<file path="config.mk">
export PLATFORM = sky130hd
export DESIGN_NAME = frir_emit
export DESIGN_NICKNAME = d
export VERILOG_FILES = /design/src/rtl/frir_pkg.sv /design/src/rtl/frir_emit.sv
export SDC_FILE = /design/constraint.sdc
export NUM_CORES = 1
export LEC_CHECK = 0
export BUFFER_PORTS_ARGS = -buffer_cell sky130_fd_sc_hd__buf_2
export CORE_ASPECT_RATIO = 1.4
export CORE_MARGIN = 10
export CORE_UTILIZATION = 45
export CTS_CLUSTER_SIZE = 8
export DETAILED_ROUTE_END_ITERATION = 16
export PLACE_DENSITY = 0.73
export SLEW_MARGIN = 20
export SYNTH_ARGS = -nofsm -noshare
export SYNTH_HDL_FRONTEND = slang
export SYNTH_SLANG_ARGS = --single-unit
</file>
<file path="constraint.sdc">
create_clock -name aclk -period 4.11 [get_ports aclk]
set_clock_uncertainty 0.15 [all_clocks]
set_input_delay 0.6165 -clock aclk [delete_from_list [all_inputs] [get_ports aclk]]
set_output_delay 0.6165 -clock aclk [all_outputs]
set_load 0.05 [all_outputs]
</file>
<file path="src/rtl/frir_pkg.sv">
// ----------------------------------------------------------------------------
// frir_pkg
// Types, constants and arithmetic helpers shared by the image rescaler.
// ----------------------------------------------------------------------------
`default_nettype none

package frir_pkg;

    localparam int COL_BITS  = 14;  // sample position within a row, widest case
    localparam int ROW_BITS  = 14;  // source row, widest case
    localparam int OUT_BITS  = 13;  // destination row and index
    localparam int VAL_BITS  = 16;
    localparam int SUM_BITS  = 20;
    localparam int CH_SLOTS  = 4;
    localparam int MAX_RES   = 9;
    localparam int CNT_BITS  = 4;

    typedef enum logic [1:0] {
        MODE_QUARTER = 2'd0,
        MODE_HALF    = 2'd1,
        MODE_DOUBLE  = 2'd2,
        MODE_NONE    = 2'd3
    } mode_t;

    typedef enum logic [1:0] {
        REG_SCALE_MODE    = 2'd0,
        REG_SOURCE_WIDTH  = 2'd1,
        REG_SOURCE_HEIGHT = 2'd2,
        REG_CHANNEL_COUNT = 2'd3
    } reg_index_t;

    // Everything the second stage needs to know about one accepted sample.
    typedef struct packed {
        mode_t                 mode;
        logic [VAL_BITS-1:0]   sample;
        logic [1:0]            chan;
        logic                  x_first;
        logic                  x_last;
        logic                  y_first;
        logic                  y_last;
        logic [OUT_BITS-1:0]   row_a;      // 2y-1
        logic [OUT_BITS-1:0]   row_b;      // 2y
        logic [OUT_BITS-1:0]   row_end;    // 2h-1
        logic [OUT_BITS-1:0]   idx_left;   // (2x-1)*ch+c
        logic [OUT_BITS-1:0]   idx_right;  // 2x*ch+c
        logic [OUT_BITS-1:0]   idx_end;    // (2w-1)*ch+c
        logic                  box_active;
        logic                  xk_first;
        logic                  xk_last;
        logic                  yk_first;
        logic                  yk_last;
        logic [OUT_BITS-1:0]   box_idx;
        logic [OUT_BITS-1:0]   box_row;
    } stage_t;

    typedef struct packed {
        logic [OUT_BITS-1:0] row;
        logic [OUT_BITS-1:0] index;
        logic [VAL_BITS-1:0] value;
    } res_t;

    // (3a + b) >> 2
    function automatic logic [VAL_BITS-1:0] mix31(input logic [VAL_BITS-1:0] a,
                                                  input logic [VAL_BITS-1:0] b);
        logic [VAL_BITS+1:0] t;
        t = {1'b0, a, 1'b0} + {2'b00, a} + {2'b00, b};
        return t[VAL_BITS+1:2];
    endfunction

    // (9a + 3b + 3c + d) >> 4
    function automatic logic [VAL_BITS-1:0] mix9331(input logic [VAL_BITS-1:0] a,
                                                    input logic [VAL_BITS-1:0] b,
                                                    input logic [VAL_BITS-1:0] c,
                                                    input logic [VAL_BITS-1:0] d);
        logic [SUM_BITS-1:0] t;
        t = {1'b0, a, 3'b000} + {4'b0000, a}
          + {3'b000, b, 1'b0} + {4'b0000, b}
          + {3'b000, c, 1'b0} + {4'b0000, c}
          + {4'b0000, d};
        return t[SUM_BITS-1:4];
    endfunction

endpackage

`default_nettype wire

</file>
<file path="src/rtl/frir_emit.sv">
// ----------------------------------------------------------------------------
// frir_emit
// Result buffer: holds the results of one beat and sends them one a cycle while m_tready is high.
// ----------------------------------------------------------------------------
`default_nettype none

module frir_emit
    import frir_pkg::*;
(
    input  wire logic                aclk,
    input  wire logic                aresetn,
    input  wire logic                pending,
    input  wire res_t                res_list [MAX_RES],
    input  wire logic [CNT_BITS-1:0] res_count,
    output logic                     load,
    output logic                     m_tvalid,
    input  wire logic                m_tready,
    output logic [47:0]              m_tdata,
    output logic                     m_tlast
);

    res_t                buf_reg [MAX_RES];
    logic [CNT_BITS-1:0] cnt_reg;
    logic [CNT_BITS-1:0] ptr_reg;
    logic                empty;
    res_t                head;

    assign empty    = ptr_reg == cnt_reg;
    assign m_tvalid = !empty;
    assign m_tlast  = ptr_reg == cnt_reg - 1'b1;
    assign load     = pending && (empty || (m_tready && m_tlast));
    assign head     = buf_reg[ptr_reg];
    assign m_tdata  = {6'b000000, head.value, head.index, head.row};

    always_ff @(posedge aclk) begin
        if (!aresetn) begin
            cnt_reg <= '0;
            ptr_reg <= '0;
        end else if (load) begin
            cnt_reg <= res_count;
            ptr_reg <= '0;
        end else if (m_tvalid && m_tready) begin
            ptr_reg <= ptr_reg + 1'b1;
        end
    end

    always_ff @(posedge aclk) begin
        if (load) begin
            for (int i = 0; i < MAX_RES; i++) begin
                buf_reg[i] <= res_list[i];
            end
        end
    end

endmodule

`default_nettype wire

</file>
Yosys cells after proc, flatten, opt, wreduce, memory -nomap -nowiden
Memories as Yosys holds them, arrays and structs flattened. A register that Yosys moved wholly into a read port is not among the register bits.
Index checks and enable logic that the tools add are counted.
{ "totals": {"reg_bits": 8, "latchBits": 0, "ram_bits": 378, "romBits": 0, "inputBits": 386, "output_inout_bits": 51, "n_memories": 1} }
{ "mem_list": {"columns": ["name", "words", "word_bits", "read_ports", "rd_clocked_by_memory_dff", "write_ports", "line_no", "rtl"], "rows": [
  ["buf_reg", 9, 42, 1, 1, 9, "frir_emit.sv:22", "res_t buf_reg [MAX_RES];"]
]} }
{ "classes": {"add_sub_neg": 2, "mul": 0, "div": 0, "magnitude_cmp": 0, "n_eq_ne": 2, "shift": 0, "muxes": 4, "bitwise_logic": 1, "n_reduce_logical": 6} }
{ "ops": {"columns": ["cell", "n"], "rows": [
  ["$eq 4x4->1", 2],
  ["$mux 4", 2],
  ["$add 4x1->4 const B", 1],
  ["$sub 4x1->4 const B", 1],
  ["$logic_and 1x1->1", 3],
  ["$mux 1", 2],
  ["$reduce_or 2->1", 1],
  ["$logic_not 1->1", 1],
  ["$logic_or 1x1->1", 1],
  ["$not 1->1", 1]
]} }

Logic depth before layout (Yosys ltp)
{ "logic_depth": {"ltp_word": 7, "mapped_depth": 7, "depth_no_buf": 7} }

Least setup slack after synthesis
No wires, ideal clock.
{ "synth_path": {"path_type": "reg2out", "startpoint": "register cnt_reg[0]", "endpoint": "output load", "t_arrival_ns": 3.743, "t_required_ns": 3.343, "path_slack_ns": -0.400, "stages_incl_launch_ff": 7, "path_buffers": 0, "cell_sequence": "dfxtp_1 inv_1 ha_1 xor2_1 and3_4 a32oi_4 inv_4"} }
{ "synth_via": {"elab_chain_len": 5} }
{ "synth_lines": {"columns": ["item", "line_no", "rtl"], "rows": [
  ["start, declared", "frir_emit.sv:23", "logic [CNT_BITS-1:0] cnt_reg;"],
  ["start signal, assigned", "frir_emit.sv:40", "cnt_reg <= res_count;"],
  ["$sub 4x1->4", "frir_emit.sv:30", "assign m_tlast = ptr_reg == cnt_reg - 1'b1;"],
  ["$eq 4x4->1", "frir_emit.sv:30", null],
  ["$logic_and 1x1->1", "frir_emit.sv:31", "assign load = pending && (empty || (m_tready && m_tlast));"],
  ["$logic_or 1x1->1 (*)", "frir_emit.sv:31", null],
  ["$logic_and 1x1->1 (*)", "frir_emit.sv:31", null],
  ["end, declared", "frir_emit.sv:15", "output logic load,"]
]} }
Every way passes the cells marked *; elsewhere a longest branch is shown, timed or not.

Worst setup path in the final report
Ends and elaborated chain as after synthesis.

==> results.json <==
{
  "run_status": "completed",
  "synth-warning-count": 0,
  "path_clk_slew_ns": 0.05,
  "cts.sinks": 390,
  "dominant_cells_by_area_after_synthesis": "sky130_fd_sc_hd__edfxtp_1 77%, sky130_fd_sc_hd__mux4_2 13%, sky130_fd_sc_hd__mux2i_1 3.2%",
  "syn-cell-area_um2": 14800,
  "max-cap-violations": 0,
  "async_flop_share_pct": 0,
  "clock.fmax_ghz": 0.270,
  "flow.area_growth_from_synthesis_pct": 28.0,
  "synthDominantAreaCellType": "sky130_fd_sc_hd__edfxtp_1",
  "count_of_input_and_output_buffers": 430,
  "critical_path.startpoint_type": "flip-flop",
  "crit_path_end_kind": "primary output",
  "num-fill-cells": 2379,
  "count_of_pins_over_their_slew_limit": 0,
  "routed-via-count": 8253,
  "timing.critical_path.arrival_ns": 2.93,
  "placement_rows": 78,
  "worst_r2r_startpoint": "cnt_reg[0]$_SDFFE_PN0P_",
  "synth.ff_latch_count": 390,
  "cts-hold-fix-buffers": 0,
  "worst-slew-pin-transition_ns": 0.905,
  "viasPerCell": 5.14,
  "clock_tree.root_cell": "sky130_fd_sc_hd__clkbuf_16",
  "synthesis.instances": 686,
  "num-nets-final": 1534,
  "timing.hold.worst.start": "res_list[313]",
  "drt_drc_violations_left": 0,
  "hpwlAfterDp_um": 27300,
  "tritoncts": "done",
  "critical_path_required_ns": 3.34,
  "io_pins": 437,
  "finalSetupViolCount": 0,
  "chipWidth_um": 173,
  "finalWeightedCongestion": 0.851,
  "finalCriticalPeriod_ns": 3.70,
  "proportion_of_layout_cells_with_a_drive_suffix_above_1_pct": 51.0,
  "hold_class": "in2reg",
  "ys_seq_area_share_pct": 78.2,
  "grt_setup_unrepaired": "no",
  "post_synth_most_frequent_cells": "378 x sky130_fd_sc_hd__edfxtp_1, 84 x sky130_fd_sc_hd__mux4_2, 50 x sky130_fd_sc_hd__nand2_1",
  "critPathKind": "reg2out",
  "cts_resized": 0,
  "source_of_the_critical_timing_path": "cnt_reg[0]$_SDFFE_PN0P_",
  "ir_drop_worst_case_vdd_v": 0.000777,
  "power.static_leakage_nw": 6.89,
  "wl_per_cell_um": 23.6,
  "wl_um": 38000,
  "cts_htree_levels": 2,
  "finalCritPeriodShare_pct": 90.0,
  "grt.total_usage_pct": 18.5,
  "cts_inserted_buffers": 54,
  "first_pass_grt_wire_length_um": 56800,
  "maxSlewHeadroom_pct": 39.6,
  "grt_pass1_vias": 9357,
  "detail_route.first_pass.iterations": 5,
  "worstPathMaxFanout": 131,
  "timing.setup.tns_ns": 0,
  "synth.avg_cell_area_um2": 21.6,
  "dieArea_um2": 40700,
  "synth_cell_type_count": 28,
  "drtAntennaViolNets": 0,
  "postCtsSetupBuffers": 0,
  "synth_largest_type_area_fraction_pct": 76.6,
  "gr-total-overflow": 0,
  "ctsLongestPathBuffers": 3,
  "pd_cells_nw_per_um2": 788,
  "grt_start_max_net_pins": 132,
  "grt_antenna_before_repair": 10,
  "starting_density_pct": 45.6,
  "dominant_cell_by_count_in_the_synthesized_netlist": "sky130_fd_sc_hd__edfxtp_1",
  "initialDrtViolationCount": 598,
  "hold_slack_ns": 0.0839,
  "placeableCoreArea_um2": 32500,
  "synth_top_flop_cell": "sky130_fd_sc_hd__edfxtp_1",
  "die_height_um": 235,
  "largest_register_ff_count": 378,
  "finalHoldViolations": 0,
  "synth_edf_count": 378,
  "clock_insertion_delay_worst_skew_ns": 0.54
}
-- per-stage QoR --
stage | utilization [%] | cell area (um^2) | setup WS, ns | instances | power, mW
final | 58.3 | 19000 | 0.410 | 1607 | 15.0
after global routing | 58.3 | 19000 | 0.182 | 1606 | 15.7
after CTS | 58.3 | 18900 | 0.462 | 1597 | 15.1
after detailed placement | 53.9 | 17500 | 0.963 | 1530 | 11.3
after global placement | 53.9 | 17500 | 1.12 | 1530 | 11.1
after floorplan | - | 14800 | 0.287 | 691 | 9.98
-- critical path, stage by stage (launching register included) --
cell and delay [ns]:
sky130_fd_sc_hd__dfxtp_1 0.34, sky130_fd_sc_hd__xor2_1 0.20, sky130_fd_sc_hd__nor4_1 0.61, sky130_fd_sc_hd__a32oi_4 0.25, sky130_fd_sc_hd__inv_16 0.38, sky130_fd_sc_hd__buf_2 0.40
-- cells in the final DEF (no fill, tap or decap), drive strengths merged, types with 2 or more instances in the layout --
master,count
ha,2
mux2i,47
a211oi,2
dfxtp,12
xor2,6
and2,2
edfxtp,378
inv,7
mux4,84
or3,2
buf,438
nand2,50
conb,6
nor3,4
clkbuf,66
o21ai,44
diode,10
-- logic make-up (layout without fill, tap and decap cells) --
logic type / Yosys count / count (layout) / share of synthesized area [%]
flops: 390 / 390 / 78.2
fa+ha+maj: 2 / 2 / 0.169
simple gates: 61 / 61 / 1.74
mux: 131 / 131 / 15.9
other cells: 1 / 16 / 0.0253
buf+inv: 45 / 511 / 1.38
xor+xnor: 8 / 8 / 0.566
compound gates: 48 / 48 / 1.95
-- worst paths after layout --
check / end / slack (ns) / depth (start not counted)
setup / recovery: load / 0.41 / 5
hold / removal: buf_reg[1][19]$_DFFE_PP_ / 0.08 / 1
setup reg to reg: buf_reg[5][4]$_DFFE_PP_ / 0.99 / 5
hold reg to reg: cnt_reg[3]$_SDFFE_PN0P_ / 0.35 / 2
-- power breakdown --
group	total [mW]	switching, mW	leakage, nW	internal, mW
clock	3.84	1.48	0.695	2.36
combinational	4.33	2.84	2.52	1.48
sequential	6.78	0.460	3.67	6.32
-- cell type report --
| type | count | area [um^2] | area share [%] |
|---|---|---|---|
| Antenna cell | 10 | 25.0 | 0.132 |
| Clock buffer | 66 | 1420 | 7.48 |
| Clock inverter | 1 | 8.76 | 0.0462 |
| Inverter | 6 | 38.8 | 0.205 |
| Multi-Input combinational cell | 256 | 3040 | 16.0 |
| Sequential cell | 390 | 11600 | 61.2 |
| Tap cell | 440 | 551 | 2.90 |
| Timing Repair Buffer | 438 | 2270 | 12.0 |
-- layer usage --
layer	vias to the layer above	part of all wire, %	track usage (%)
met1	4049	36	20.6
met2	412	53	32.5
met4	2	3.2	7.71
met5	-	0.032	0
met3	76	7.6	5.23
li1	3714	-	-
Note: power is estimated with default switching activity, not from simulation.
