## src/rtl/frir_pkg.sv

```systemverilog
// ----------------------------------------------------------------------------
// frir_pkg
// Types, constants and arithmetic helpers shared by the image rescaler.
// ----------------------------------------------------------------------------
`default_nettype none

package frir_pkg;

    localparam int COL_BITS  = 14;  // sample position within a row, widest case
    localparam int ROW_BITS  = 14;  // source row, widest case
    localparam int OUT_BITS  = 13;  // destination row and index
    localparam int VAL_BITS  = 16;
    localparam int SUM_BITS  = 20;
    localparam int CH_SLOTS  = 4;
    localparam int MAX_RES   = 9;
    localparam int CNT_BITS  = 4;

    typedef enum logic [1:0] {
        MODE_QUARTER = 2'd0,
        MODE_HALF    = 2'd1,
        MODE_DOUBLE  = 2'd2,
        MODE_NONE    = 2'd3
    } mode_t;

    typedef enum logic [1:0] {
        REG_SCALE_MODE    = 2'd0,
        REG_SOURCE_WIDTH  = 2'd1,
        REG_SOURCE_HEIGHT = 2'd2,
        REG_CHANNEL_COUNT = 2'd3
    } reg_index_t;

    // Everything the second stage needs to know about one accepted sample.
    typedef struct packed {
        mode_t                 mode;
        logic [VAL_BITS-1:0]   sample;
        logic [1:0]            chan;
        logic                  x_first;
        logic                  x_last;
        logic                  y_first;
        logic                  y_last;
        logic [OUT_BITS-1:0]   row_a;      // 2y-1
        logic [OUT_BITS-1:0]   row_b;      // 2y
        logic [OUT_BITS-1:0]   row_end;    // 2h-1
        logic [OUT_BITS-1:0]   idx_left;   // (2x-1)*ch+c
        logic [OUT_BITS-1:0]   idx_right;  // 2x*ch+c
        logic [OUT_BITS-1:0]   idx_end;    // (2w-1)*ch+c
        logic                  box_active;
        logic                  xk_first;
        logic                  xk_last;
        logic                  yk_first;
        logic                  yk_last;
        logic [OUT_BITS-1:0]   box_idx;
        logic [OUT_BITS-1:0]   box_row;
    } stage_t;

    typedef struct packed {
        logic [OUT_BITS-1:0] row;
        logic [OUT_BITS-1:0] index;
        logic [VAL_BITS-1:0] value;
    } res_t;

    // (3a + b) >> 2
    function automatic logic [VAL_BITS-1:0] mix31(input logic [VAL_BITS-1:0] a,
                                                  input logic [VAL_BITS-1:0] b);
        logic [VAL_BITS+1:0] t;
        t = {1'b0, a, 1'b0} + {2'b00, a} + {2'b00, b};
        return t[VAL_BITS+1:2];
    endfunction

    // (9a + 3b + 3c + d) >> 4
    function automatic logic [VAL_BITS-1:0] mix9331(input logic [VAL_BITS-1:0] a,
                                                    input logic [VAL_BITS-1:0] b,
                                                    input logic [VAL_BITS-1:0] c,
                                                    input logic [VAL_BITS-1:0] d);
        logic [SUM_BITS-1:0] t;
        t = {1'b0, a, 3'b000} + {4'b0000, a}
          + {3'b000, b, 1'b0} + {4'b0000, b}
          + {3'b000, c, 1'b0} + {4'b0000, c}
          + {4'b0000, d};
        return t[SUM_BITS-1:4];
    endfunction

endpackage

`default_nettype wire

```

## src/rtl/frir_front.sv

```systemverilog
// ----------------------------------------------------------------------------
// frir_front
// Configuration registers, raster counters and decode of each accepted beat.
// ----------------------------------------------------------------------------
`default_nettype none

module frir_front
    import frir_pkg::*;
#(
    parameter int MAX_ROW_SAMPLES = 4096,
    parameter int MAX_CHANNELS    = 4,
    parameter int MAX_HEIGHT      = 4096
) (
    input  wire logic        aclk,
    input  wire logic        aresetn,
    input  wire logic        cfg_wen,
    input  wire logic [1:0]  cfg_index,
    input  wire logic [12:0] cfg_wdata,
    input  wire logic        accept,
    input  wire logic [15:0] sample,
    output stage_t           stage,
    output logic [COL_BITS-1:0] col
);

    localparam int LIM_BITS = $clog2(MAX_ROW_SAMPLES + 1);
    localparam int LIM1 = MAX_ROW_SAMPLES;
    localparam int LIM2 = MAX_ROW_SAMPLES / 2;
    localparam int LIM3 = MAX_ROW_SAMPLES / 3;
    localparam int LIM4 = MAX_ROW_SAMPLES / 4;
    localparam int HGT_BITS = $clog2(MAX_HEIGHT + 1);

    logic [1:0]  mode_reg;
    logic [12:0] width_reg;
    logic [12:0] height_reg;
    logic [2:0]  chan_reg;

    logic [COL_BITS-1:0] col_reg;
    logic [12:0]         x_reg;
    logic [1:0]          c_reg;
    logic [ROW_BITS-1:0] y_reg;

    logic [2:0]          ch;
    logic [LIM_BITS-1:0] lim;
    logic [12:0]         w;
    logic [HGT_BITS-1:0] h;
    logic [LIM_BITS-1:0] len;
    logic                row_done;
    logic [11:0]         bx;
    logic [12:0]         by;
    logic [12:0]         bw;
    logic [12:0]         bh;
    logic [14:0]         bidx;

    assign col = col_reg;

    always_ff @(posedge aclk) begin
        if (!aresetn) begin
            mode_reg   <= MODE_HALF;
            width_reg  <= 13'd640;
            height_reg <= 13'd480;
            chan_reg   <= 3'd3;
        end else if (cfg_wen) begin
            unique case (reg_index_t'(cfg_index))
                REG_SCALE_MODE:    mode_reg   <= cfg_wdata[1:0];
                REG_SOURCE_WIDTH:  width_reg  <= cfg_wdata;
                REG_SOURCE_HEIGHT: height_reg <= cfg_wdata;
                REG_CHANNEL_COUNT: chan_reg   <= cfg_wdata[2:0];
            endcase
        end
    end

    // Effective geometry: out-of-range settings are clamped.
    always_comb begin
        if (chan_reg == 3'd0) begin
            ch = 3'd1;
        end else if (chan_reg > 3'(MAX_CHANNELS)) begin
            ch = 3'(MAX_CHANNELS);
        end else begin
            ch = chan_reg;
        end
        unique case (ch)
            3'd2:    lim = LIM_BITS'(LIM2);
            3'd3:    lim = LIM_BITS'(LIM3);
            3'd4:    lim = LIM_BITS'(LIM4);
            default: lim = LIM_BITS'(LIM1);
        endcase
        if (width_reg == 13'd0) begin
            w = 13'd1;
        end else if (32'(width_reg) > 32'(lim)) begin
            w = 13'(lim);
        end else begin
            w = width_reg;
        end
        if (height_reg == 13'd0) begin
            h = HGT_BITS'(1);
        end else if (32'(height_reg) > MAX_HEIGHT) begin
            h = HGT_BITS'(MAX_HEIGHT);
        end else begin
            h = HGT_BITS'(height_reg);
        end
        len = LIM_BITS'(32'(w) * 32'(ch));
    end

    assign row_done = 32'(col_reg) == 32'(len) - 1;

    always_ff @(posedge aclk) begin
        if (!aresetn || cfg_wen) begin
            col_reg <= '0;
            x_reg   <= '0;
            c_reg   <= '0;
            y_reg   <= '0;
        end else if (accept) begin
            if (row_done) begin
                col_reg <= '0;
                x_reg   <= '0;
                c_reg   <= '0;
                if (32'(y_reg) == 32'(h) - 1) begin
                    y_reg <= '0;
                end else begin
                    y_reg <= y_reg + 1'b1;
                end
            end else begin
                col_reg <= col_reg + 1'b1;
                if ({1'b0, c_reg} == ch - 3'd1) begin
                    c_reg <= '0;
                    x_reg <= x_reg + 1'b1;
                end else begin
                    c_reg <= c_reg + 1'b1;
                end
            end
        end
    end

    // Box geometry: block coordinates and in-range test.
    always_comb begin
        if (mode_reg == MODE_QUARTER) begin
            bx = 12'(x_reg >> 2);
            by = 13'(y_reg >> 2);
            bw = w >> 2;
            bh = 13'(h >> 2);
        end else begin
            bx = x_reg[12:1];
            by = 13'(y_reg >> 1);
            bw = w >> 1;
            bh = 13'(h >> 1);
        end
        bidx = 15'(bx) * 15'(ch) + 15'(c_reg);
    end

    always_comb begin
        stage.mode       = mode_t'(mode_reg);
        stage.sample     = sample;
        stage.chan       = c_reg;
        stage.x_first    = x_reg == 13'd0;
        stage.x_last     = x_reg == w - 13'd1;
        stage.y_first    = y_reg == '0;
        stage.y_last     = 32'(y_reg) == 32'(h) - 1;
        stage.row_a      = OUT_BITS'({y_reg, 1'b0} - 1'b1);
        stage.row_b      = OUT_BITS'({y_reg, 1'b0});
        stage.row_end    = OUT_BITS'({h, 1'b0} - 1'b1);
        stage.idx_left   = OUT_BITS'({col_reg, 1'b0} - COL_BITS'(c_reg) - COL_BITS'(ch));
        stage.idx_right  = OUT_BITS'({col_reg, 1'b0} - COL_BITS'(c_reg));
        stage.idx_end    = OUT_BITS'({len, 1'b0} - LIM_BITS'(ch) + LIM_BITS'(c_reg));
        stage.box_active = (13'(bx) < bw) && (by < bh);
        if (mode_reg == MODE_QUARTER) begin
            stage.xk_first = x_reg[1:0] == 2'd0;
            stage.xk_last  = x_reg[1:0] == 2'd3;
            stage.yk_first = y_reg[1:0] == 2'd0;
            stage.yk_last  = y_reg[1:0] == 2'd3;
        end else begin
            stage.xk_first = !x_reg[0];
            stage.xk_last  = x_reg[0];
            stage.yk_first = !y_reg[0];
            stage.yk_last  = y_reg[0];
        end
        stage.box_idx = OUT_BITS'(bidx);
        stage.box_row = by;
    end

endmodule

`default_nettype wire

```

## config.mk

```make
export PLATFORM = sky130hd
export DESIGN_NAME = frir_front
export DESIGN_NICKNAME = d
export VERILOG_FILES = /design/src/rtl/frir_pkg.sv /design/src/rtl/frir_front.sv
export SDC_FILE = /design/constraint.sdc
export NUM_CORES = 1
export LEC_CHECK = 0
export ABC_AREA = 1
export BUFFER_PORTS_ARGS = -buffer_cell sky130_fd_sc_hd__buf_2
export CAP_MARGIN = 20
export CORE_MARGIN = 1
export CORE_UTILIZATION = 45
export CTS_CLUSTER_SIZE = 12
export DETAILED_ROUTE_END_ITERATION = 10
export GPL_TIMING_DRIVEN = 0
export PLACE_DENSITY = 0.66
export SYNTH_ARGS = -nofsm -noshare
export SYNTH_HDL_FRONTEND = slang
export SYNTH_SLANG_ARGS = --single-unit
```

## constraint.sdc

```tcl
create_clock -name aclk -period 10.6 [get_ports aclk]
set_input_delay 2.12 -clock aclk [delete_from_list [all_inputs] [get_ports aclk]]
set_output_delay 2.12 -clock aclk [all_outputs]
set_load 0.01 [all_outputs]
```

# Word level (Yosys, flattened, before mapping)
# Cells that the tools add are included.
# classes
addsub	15
n_mul	2
magnitude_cmp	5
n_eq_ne	12
muxes	18
n_reduce_logical	21
# ops
cell	count
two-way mux 13 bit	7
== test 14 x 32 -> 1 bit	2
logical NOT 13 bit	3
one-hot mux 13 bit (3 select lines)	1
subtractor 13 x 1 -> 13 bit, second input constant	3
two-way mux 12 bit	3
adder 14 x 1 -> 14 bit, second input constant	2
two-way mux 14 bit	2
subtractor 13 x 1 -> 14 bit, second input constant	2
adder 13 x 2 -> 13 bit	2
subtractor 13 x 3 -> 13 bit	2
logical NOT 14 bit	1
adder 13 x 1 -> 13 bit, second input constant	1
== test 13 bit	1
> comparator 13 bit	1
> comparator 13 bit, second input constant	1
< comparator 12 x 13 -> 1 bit	1
< comparator 13 bit	1
multiplier 12 x 3 -> 13 bit	1
multiplier 13 x 3 -> 13 bit	1
subtractor 13 x 2 -> 13 bit	1
AND reduction 2 bit	6
== test 2 bit, second input constant	4
logical NOT 2 bit	4
other kinds (15)	20
# totals
regBits	74
out_inout_bits	147
word_cells	81

# Longest topological paths before layout
# Gate-level depths: netlist (run 1).
# depth
ltp_word	13
depth_mapped	53
mapped_depth_nobuf	50

# Least setup slack after synthesis (run 1)
# Ideal clock, no wire load.
# synth_path
path_type	register -> output
startpoint	reg chan_reg[2]
endpoint	out stage[43] (netlist name)
t_arrival_ns	6.432
required_ns	8.480
slack_ns	2.048
path_stages_with_launch	36
path_buffers	3
cell_sequence	dfxtp_1 inv_2 buf_6 o21ai_1 inv_1 clkbuf_1 buf_1 ha_1 nand2_4 nand2_1 inv_1 ha_1 inv_1 nor3_1 inv_1 nor3_2 nand4_2 nand3_1 nand3_4 inv_1 nor2_1 fa_1 ha_1 inv_1 fa_1 o21ai_0 xor2_1 inv_1 ha_1 a21oi_1 o21ai_0 a21oi_1 o21ai_0 nand3_1 nand2_1 xnor2_1
# synth_lines
element	line_no	source
start, declared	frir_front.sv:35	logic [2:0] chan_reg;
start signal, assigned	frir_front.sv:67	REG_CHANNEL_COUNT: chan_reg <= cfg_wdata[2:0];
end, declared	frir_front.sv:21	output stage_t stage,

==> reports/metrics.yaml, run 1 <==
outcome: "finished, violations left"
violations: "DRC"
io_pins: 182
cp_slowest_stage_delay_ns: 0.53
layout.cells.non_filler: 2088
clk_pin_slew_ns: 0.07
wl_per_cell_um: 15.2
worstReg2RegStart: "chan_reg[2]"
io_buffers: 161
cts_setup_buffers: 0
yosysUniqueCellTypes: 56
p_per_area_nw_per_um2: 157
ctsResizeCount: 0
fin_skew_ns: 0.0158
hold_depth: 2
drive_above_1_share: 0.153
cts_tree: "built"
hold_viol: 0
grt_pass1_wl_mm: 51.8
grtUsageTotal: 0.272
h-tree-depth: 3
swShare: 0.495
power_frac_clock: 0.178
crit_cells: 35
grt_max_degree: 15
synth_area_sq_um: 10300
rr_worst_depth: 42
area_delta_synth_final_pct: 14.4
grt_pass1_vias: 10279
power_frac_comb: 0.664
hold_path.class: "reg2reg"
reg2reg_to: "col[5]"
syn_area_per_cell_sq_um: 6.36
critPathKind: "reg2out"
fin_nets: 1964
fin_crit_sh: 0.938
ff2ff_setup_slack_ns: 2.06
critical_path.startpoint_type: "register"
crit_family: "adder cells"
end_kind: "output port"
yosys_warnings: 0
hold_buffers: 0
num_vias: 11031
internal_power_mw: 0.936
first_iter_violations: 622
cp.required_ns: 8.48
holdCritStartpoint: "chan_reg[0]"
firstDrtPassIters: 9
clockBufferDepth: 2
switchingPower_mw: 0.916
dieArea_sq_um: 23600
fin_crit_ns: 9.94
fp-row-count: 55
min_to: "chan_reg[0]"
peakVddDrop_mv: 0.180
slowest_stage: "fa_1"
tightest_slew_ns: 0.978
grt_overflow: 0
via_per_inst: 5.28
cap_viol_max_count: 0
n_antenna_cell: 0
layout_setup_ws_ns: 0.658
whs_ns: 0.489
setup_tns_ns: 0
clock-sinks: 74
root_buffer: "clkbuf_16"
initial_utilization: 0.458
seq_area_frac_synth: 0.143
seqPwrFrac: 0.158
fmax_mhz: 101
rsz0062_at_grt: "no"
post-dp-hpwl_mm: 26.3
p_leak_nw: 5.99
synthCells: 1625
clock_latency_ns: 0.35
total_power_mw: 1.85
crit_start: "chan_reg[2]"
slew_headroom: 0.346
drv_slew: 0
pre_cts_slack_ns: 0.232
core_region_area_sq_um: 22600
drc: 2
finalWirelength_mm: 31.8
die_w_um: 154
path_buf_inv: 11
setup_violations: 0
antenna_found_initial: 0
dp_cells: 2073
die_h_um: 154
ys_seq_elements: 74
crit_arrival_ns: 7.82
numCtsBuffers: 9
path_max_fanout: 13
antenna_left: 0
gp_congestion: 0.972
## worst register-to-register path, delay by kind of cell, from the launching register on
kind            cells  cell delay, ns
simple gates       19            2.57
buf+inv            11            1.82
fa+ha+maj           5            1.78
compound gates      5            1.19
xor+xnor            2            0.64
flops               1            0.39
## cell families after synthesis
family          count (synthesis)  synth area share
xor+xnor                      121             0.103
flops                          74             0.143
simple gates                  761             0.328
other cells                     2          0.000726
compound gates                227             0.120
buf+inv                       309             0.128
fa+ha+maj                     131             0.177
## cell usage in the layout (no fill, tap or decap), types with 6 or more instances in the layout
cell / netlist / layout
or2_2: 11 / 11
clkbuf_16: 0 / 9
nand3_1: 90 / 90
ha_1: 105 / 105
o211ai_1: 6 / 6
nor3_1: 35 / 35
a31oi_1: 8 / 8
fa_1: 26 / 26
xor2_1: 101 / 101
nand4_1: 43 / 43
dfxtp_1: 74 / 74
o21ai_0: 93 / 93
nor2_1: 157 / 157
nor4_1: 10 / 10
o21bai_1: 8 / 8
xnor2_1: 19 / 19
buf_4: 34 / 34
nand2_2: 16 / 16
nand2_1: 369 / 369
buf_2: 4 / 166
inv_1: 223 / 222
clkbuf_1: 36 / 34
a21oi_1: 90 / 90
## metrics by stage
stage	area, sq um	util
after detailed placement	11500	0.510
after global placement	11500	0.510
after CTS	11800	0.524
after floorplan	10300	-
final	11800	0.524
after global routing	11800	0.524
## power by group through the flow
stage	clock, mW	combinational [mW]	sequential [mW]
after floorplan	0	0.902	0.296
after global placement	0	1.21	0.299
after detailed placement	0	1.22	0.299
after CTS	0.334	1.23	0.293
after global routing	0.343	1.39	0.294
final	0.329	1.23	0.293
## cells in the mapped netlist, drive strengths merged
cell type / instances / area, sq um
xnor2: 19 / 166
a21oi: 90 / 450
a31oi: 8 / 50.1
nor3: 38 / 211
o21ai: 100 / 512
o22ai: 1 / 6.26
a22o: 1 / 8.76
or2: 11 / 68.8
a211oi: 1 / 7.51
nor3b: 2 / 15.0
xor2: 102 / 901
a22oi: 1 / 7.51
o221ai: 1 / 8.76
a21o: 1 / 7.51
a2111oi: 1 / 8.76
buf: 43 / 317
clkbuf: 36 / 135
dfxtp: 74 / 1480
o211ai: 6 / 45.0
nor4b: 1 / 8.76
nand3: 93 / 503
nand2: 390 / 1540
conb: 2 / 7.51
fa: 26 / 521
o2111ai: 1 / 8.76
and3b: 1 / 8.76
nor4: 10 / 62.6
inv: 227 / 852
clkinv: 3 / 16.3
or3: 1 / 6.26
ha: 105 / 1310
a21boi: 3 / 22.5
nand4: 44 / 282
a221oi: 2 / 17.5
nor2: 163 / 637
nand3b: 5 / 37.5
o21a: 1 / 7.51
o21bai: 8 / 60.1
and3: 2 / 12.5
o41ai: 1 / 8.76
## layout make-up
class / count / area (sq um)
multi-input combinational: 1243 / 7550
sequential: 74 / 1480
clock buffer: 10 / 239
timing repair buffer: 162 / 811
clock inverter: 6 / 72.6
fill: 2363 / 10700
buffer: 78 / 450
inverter: 230 / 868
tap: 285 / 357
## worst max-delay path by stage
stage / end
after floorplan: stage[43]
after global placement: stage[43]
after detailed placement: stage[43]
after CTS: stage[43]
after global routing: stage[43]
final: stage[43]
## per-layer routing
metal	up-vias	GRT usage	share of wire
met5	-	0	0
met4	0	0.101	0.031
met3	60	0.0347	0.059
met2	383	0.466	0.46
met1	5036	0.348	0.45
li1	5552	-	-
No activity file was read; power rests on OpenSTA's default activity.
==> run 2: changes to the inputs <==
--- a/config.mk
+++ b/config.mk
@@ -8,7 +8,7 @@
 export ABC_AREA = 1
 export BUFFER_PORTS_ARGS = -buffer_cell sky130_fd_sc_hd__buf_2
 export CAP_MARGIN = 20
-export CORE_MARGIN = 1
+export CORE_MARGIN = 2
 export CORE_UTILIZATION = 45
 export CTS_CLUSTER_SIZE = 12
 export DETAILED_ROUTE_END_ITERATION = 10
==> run 2 against run 1 <==
The run now ends clean. Hold slack lost 0.011 ns. First-iteration DRC count increased by 11%. Clock power is essentially flat. Flip-flop and latch count unchanged. Wire length increased by 0.75%. Critical path depth grew 3. Cell count about the same. Sequential share of layout area about the same. Core utilization increased by 0.12 points. Register-to-register slack about the same.
==> reports/metrics.yaml, run 2 (synthesis results as in run 1) <==
outcome: "finished, final reports clean"  # was finished, violations left
clock-sinks: 74  # unchanged
fin_nets: 1966  # was 1964
io_buffers: 161  # unchanged
antenna_left: 0  # unchanged
h-tree-depth: 3  # unchanged
gp_congestion: 0.974  # was 0.972
via_per_inst: 5.27  # was 5.28
die_h_um: 156  # was 154 um
initial_utilization: 0.458  # unchanged
numCtsBuffers: 9  # unchanged
hold_viol: 0  # unchanged
dp_cells: 2073  # unchanged
hold_buffers: 0  # unchanged
antenna_found_initial: 0  # unchanged
grtUsageTotal: 0.265  # was 0.272
io_pins: 182  # unchanged
critical_path.startpoint_type: "register"  # unchanged
cap_viol_max_count: 0  # unchanged
worstReg2RegStart: "chan_reg[2]"  # unchanged
hold_path.class: "reg2reg"  # unchanged
dieArea_sq_um: 24200  # was 23600 sq um
drc: 0  # was 2
n_antenna_cell: 0  # unchanged
grt_pass1_wl_mm: 51.8  # about the same
fp-row-count: 55  # unchanged
clock_latency_ns: 0.35  # about the same
hold_depth: 2  # unchanged
p_leak_nw: 6.00  # was 5.99 nW
clk_pin_slew_ns: 0.06  # was 0.07 ns
fin_crit_sh: 0.941  # was 0.938
layout.cells.non_filler: 2090  # was 2088
cp.required_ns: 8.48  # about the same
final_common_cell: "nand2_1"  # unchanged
area_delta_synth_final_pct: 14.6  # was 14.4%
crit_arrival_ns: 7.85  # was 7.82 ns
fmax_mhz: 100  # was 101 MHz
clockBufferDepth: 2  # unchanged
cpMostUsedCell: "nand2_1"
wl_per_cell_um: 15.3  # was 15.2 um
post-dp-hpwl_mm: 26.4  # was 26.3 mm
fin_crit_ns: 9.97  # was 9.94 ns
critPathKind: "reg2out"  # unchanged
grt_max_degree: 15  # unchanged
end_kind: "output port"  # unchanged
cts_tree: "built"  # unchanged
peakVddDrop_mv: 0.161  # was 0.180 mV
rsz0062_at_grt: "no"  # unchanged
setup_violations: 0  # unchanged
post-route-util: 0.525  # was 0.524
slew_headroom: 0.392  # was 0.346
num_vias: 11013  # was 11031
drive_above_1_share: 0.155  # was 0.153
fin_skew_ns: 0.0130  # was 0.0158 ns
core_region_area_sq_um: 22600  # unchanged
grt_overflow: 0  # unchanged
path_max_fanout: 13  # unchanged
slowest_stage: "fa_1"  # unchanged
first_iter_violations: 693  # was 622
p_per_area_nw_per_um2: 157  # about the same
ff2ff_setup_slack_ns: 2.05  # was 2.06 ns
cp_slowest_stage_delay_ns: 0.54  # was 0.53 ns
final_cell_mix: "369 x nand2_1, 222 x inv_1, 166 x buf_2"  # unchanged
root_buffer: "clkbuf_16"  # unchanged
setup_tns_ns: 0  # unchanged
die_w_um: 156  # was 154 um
reg2reg_to: "col[5]"  # unchanged
holdCritStartpoint: "height_reg[2]"  # was chan_reg[0]
rr_worst_depth: 47  # was 42
drv_slew: 0  # unchanged
tightest_slew_ns: 0.908  # was 0.978 ns
grt_pass1_vias: 10358  # was 10279
finalWirelength_mm: 32.1  # was 31.8 mm
firstDrtPassIters: 5  # was 9
min_to: "height_reg[2]"  # was chan_reg[0]
run 2: through the flow:
stage	cell area (sq um)	setup slack [ns]	power [mW]	hold WS [ns]
5_1_grt	11900	0.0507	2.03	0.521
4_1_cts	11800	0.0855	1.86	0.479
3_5_place_dp	11500	0.152	1.52	0.470
2_1_floorplan	10300	2.05	1.20	0.429
6_report	11900	0.625	1.86	0.478
3_3_place_gp	11500	0.237	1.51	0.446
run 2: worst max path at each step:
stage,startpoint,end,slack (ns),cells past startpoint
after floorplan,chan_reg[2],stage[43],2.05,35
after global placement,chan_reg[2],stage[43],0.24,36
after detailed placement,chan_reg[2],stage[43],0.15,36
after CTS,chan_reg[2],stage[43],0.09,35
after global routing,chan_reg[2],stage[43],0.05,38
final,chan_reg[2],stage[43],0.63,38
run 2: layer usage:
layer / GRT usage / wire length (um) / vias up
met3: 0.0308 / 1660 / 51
met5: 0 / 0 / -
met2: 0.454 / 14800 / 344
met4: 0.0865 / 868 / 0
li1: - / - / 5551
met1: 0.349 / 14700 / 5067
run 2: area by class of cell:
cell class / count / area [sq um]
Buffer: 78 / 452
Timing Repair Buffer: 164 / 831
Clock inverter: 6 / 72.6
Tap cell: 285 / 357
Fill cell: 2393 / 10700
Inverter: 230 / 875
Clock buffer: 10 / 239
Multi-Input combinational cell: 1243 / 7550
Sequential cell: 74 / 1480
run 2: power breakdown:
part	switching (mW)	total, mW	leakage, nW	internal (mW)
Sequential	0.00819	0.293	0.601	0.285
Clock	0.136	0.328	0.150	0.192
Combinational	0.773	1.24	5.25	0.465
run 2: repair_timing:
item,4_1_cts,5_1_grt
gates resized for setup,1,8
pin swaps,0,1
cloned,0,0
buffers inserted,0,2
endpoints found under the setup margin,3,5
run 2: critical path, delay by kind of cell (launching register included):
kind	cells	cell delay [ns]
AO/OA/AOI/OAI	4	0.99
XOR/XNOR	2	0.47
adder cells (fa/ha/maj)	5	1.80
buffers and inverters	13	1.82
flip-flops	1	0.39
AND/OR/NAND/NOR	14	1.98
==> run 3: changes to the inputs <==
--- a/config.mk
+++ b/config.mk
@@ -8,6 +8,7 @@
 export ABC_AREA = 1
 export BUFFER_PORTS_ARGS = -buffer_cell sky130_fd_sc_hd__buf_2
 export CAP_MARGIN = 20
+export CORE_ASPECT_RATIO = 1.1
 export CORE_MARGIN = 2
 export CORE_UTILIZATION = 45
 export CTS_CLUSTER_SIZE = 12
==> run 3 against run 2 <==
Clock-buffer cell count did not move. Hold slack better by 0.012 ns. Core utilization fell by 0.52 points. Critical path depth down 4. Fmax up 2.0%. Cell count increased by 0.62%. Sequential share of layout area barely moved. Sequential power about the same. Critical path type unchanged. Largest cell class unchanged. Highest routed layer unchanged.
==> reports/metrics.yaml, run 3 (synthesis results as in run 1) <==
core_region_area_sq_um: 22700  # was 22600 sq um
grt_max_degree: 14  # was 15
finalWirelength_mm: 32.2  # was 32.1 mm
h-tree-depth: 3  # unchanged
multiInputGateArea_sq_um: 7550  # unchanged
worstReg2RegStart: "chan_reg[2]"  # unchanged
clock_latency_ns: 0.35  # about the same
seqPwrFrac: 0.162  # was 0.158
die_h_um: 163  # was 156 um
seqCellArea_sq_um: 1480  # unchanged
drv_slew: 0  # unchanged
wl_per_cell_um: 15.3  # about the same
cts_setup_buffers: 0  # unchanged
cp_slowest_stage_delay_ns: 0.53  # was 0.54 ns
setup_violations: 0  # unchanged
power_frac_comb: 0.676  # was 0.666
clk_pin_slew_ns: 0.07  # was 0.06 ns
internal_power_mw: 0.904  # was 0.941 mW
numCtsBuffers: 9  # unchanged
n_antenna_cell: 0  # unchanged
hold_path.class: "reg2reg"  # unchanged
root_buffer: "clkbuf_16"  # unchanged
io_pins: 182  # unchanged
fill_cells: 2378  # was 2393
end_kind: "output port"  # unchanged
via_per_inst: 5.22  # was 5.27
dieArea_sq_um: 24200  # about the same
crit_arrival_ns: 7.66  # was 7.85 ns
antenna_found_initial: 0  # unchanged
first_iter_violations: 613  # was 693
peakVddDrop_mv: 0.114  # was 0.161 mV
cap_viol_max_count: 0  # unchanged
grt_pass1_vias: 10322  # was 10358
setup_tns_ns: 0  # unchanged
ff2ff_setup_slack_ns: 2.21  # was 2.05 ns
final_cell_mix: "369 x nand2_1, 222 x inv_1, 165 x buf_2"  # was 369 x nand2_1, 222 x inv_1, 166 x buf_2
slew_headroom: 0.403  # was 0.392
cts_tree: "built"  # unchanged
grtUsageTotal: 0.267  # was 0.265
hold_depth: 2  # unchanged
power_frac_clock: 0.163  # was 0.176
holdCritStartpoint: "height_reg[2]"  # unchanged
area_delta_synth_final_pct: 14.2  # was 14.6%
tightest_slew_ns: 0.886  # was 0.908 ns
grt_pass1_wl_mm: 51.7  # was 51.8 mm
fin_crit_ns: 9.78  # was 9.97 ns
grt_overflow: 0  # unchanged
switchingPower_mw: 0.913  # was 0.917 mW
critPathKind: "reg2out"  # unchanged
post-dp-hpwl_mm: 26.8  # was 26.4 mm
fin_skew_ns: 0.0146  # was 0.0130 ns
fin_nets: 1964  # was 1966
reg2reg_to: "col[5]"  # unchanged
min_to: "height_reg[2]"  # unchanged
swShare: 0.502  # was 0.494
drive_above_1_share: 0.152  # was 0.155
fmax_mhz: 102  # was 100 MHz
critical_path.startpoint_type: "register"  # unchanged
outcome: "finished, final reports clean"  # unchanged
hold_viol: 0  # unchanged
cpMostUsedCell: "nand2_1"  # unchanged
p_leak_nw: 5.96  # was 6.00 nW
final_common_cell: "nand2_1"  # unchanged
rr_worst_depth: 46  # was 47
total_power_mw: 1.82  # was 1.86 mW
fin_crit_sh: 0.923  # was 0.941
clock-sinks: 74  # unchanged
initial_utilization: 0.455  # was 0.458
slowest_stage: "fa_1"  # unchanged
cp.required_ns: 8.48  # about the same
rsz0062_at_grt: "no"  # unchanged
num_vias: 10977  # was 11013
gp_congestion: 0.955  # was 0.974
antenna_left: 0  # unchanged
clockBufferDepth: 2  # unchanged
path_max_fanout: 10  # was 13
firstDrtPassIters: 5  # unchanged
die_w_um: 149  # was 156 um
drc: 0  # unchanged
fp-row-count: 58  # was 55
io_buffers: 161  # unchanged
p_per_area_nw_per_um2: 154  # was 157 nW/um^2
## run 3: worst max-delay path by stage
stage,from,end,depth (start not counted)
after floorplan,chan_reg[2],stage[43],35
after global placement,chan_reg[2],stage[43],37
after detailed placement,chan_reg[2],stage[43],37
after CTS,chan_reg[2],stage[43],36
after global routing,chan_reg[2],stage[43],36
final,chan_reg[2],stage[43],34
## run 3: power by group through the flow
stage / clock network (mW) / registers [mW] / logic (mW)
final: 0.296 / 0.293 / 1.23
after global routing: 0.311 / 0.294 / 1.40
after CTS: 0.300 / 0.293 / 1.23
after detailed placement: 0 / 0.300 / 1.22
after global placement: 0 / 0.300 / 1.20
after floorplan: 0 / 0.296 / 0.902
## run 3: worst max-delay path: cells and delay by family, from the launching register on
family,cells,cell delay [ns]
simple gates,14,1.90
xor+xnor,2,0.46
fa+ha+maj,5,1.92
buf+inv,10,1.92
flops,1,0.38
compound gates,3,0.71
## run 3: timing repair
| action | CTS | global route |
|---|---|---|
| endpoints found under the hold margin | 0 | 0 |
| endpoints found under the setup margin | 1 | 5 |
| gates resized for setup | 0 | 5 |
| hold buffers | 0 | 0 |
## run 3: layout make-up
type | instances | share of cell area
clock inverter | 6 | 0.00360
buffer | 78 | 0.0381
inverter | 230 | 0.0735
timing repair buffer | 162 | 0.0691
multi-input combinational | 1243 | 0.639
clock buffer | 10 | 0.0194
sequential | 74 | 0.125
tap | 300 | 0.0318
## run 3: metrics by stage
step	area, sq um	hold slack, ns	utilization	worst slack, ns	instances
2_1_floorplan	10300	0.429	-	2.05	1626
3_3_place_gp	11500	0.445	0.507	0.387	2087
3_5_place_dp	11500	0.449	0.508	0.372	2088
4_1_cts	11800	0.465	0.520	0.250	2103
5_1_grt	11800	0.521	0.520	0.171	2103
6_report	11800	0.491	0.520	0.820	2103
## run 3: layer usage
layer,up-vias,track usage,part of all wire
li1,5550,-,-
met1,4991,0.323,0.43
met2,365,0.471,0.47
met3,71,0.0339,0.052
met4,0,0.121,0.043
met5,-,0,0
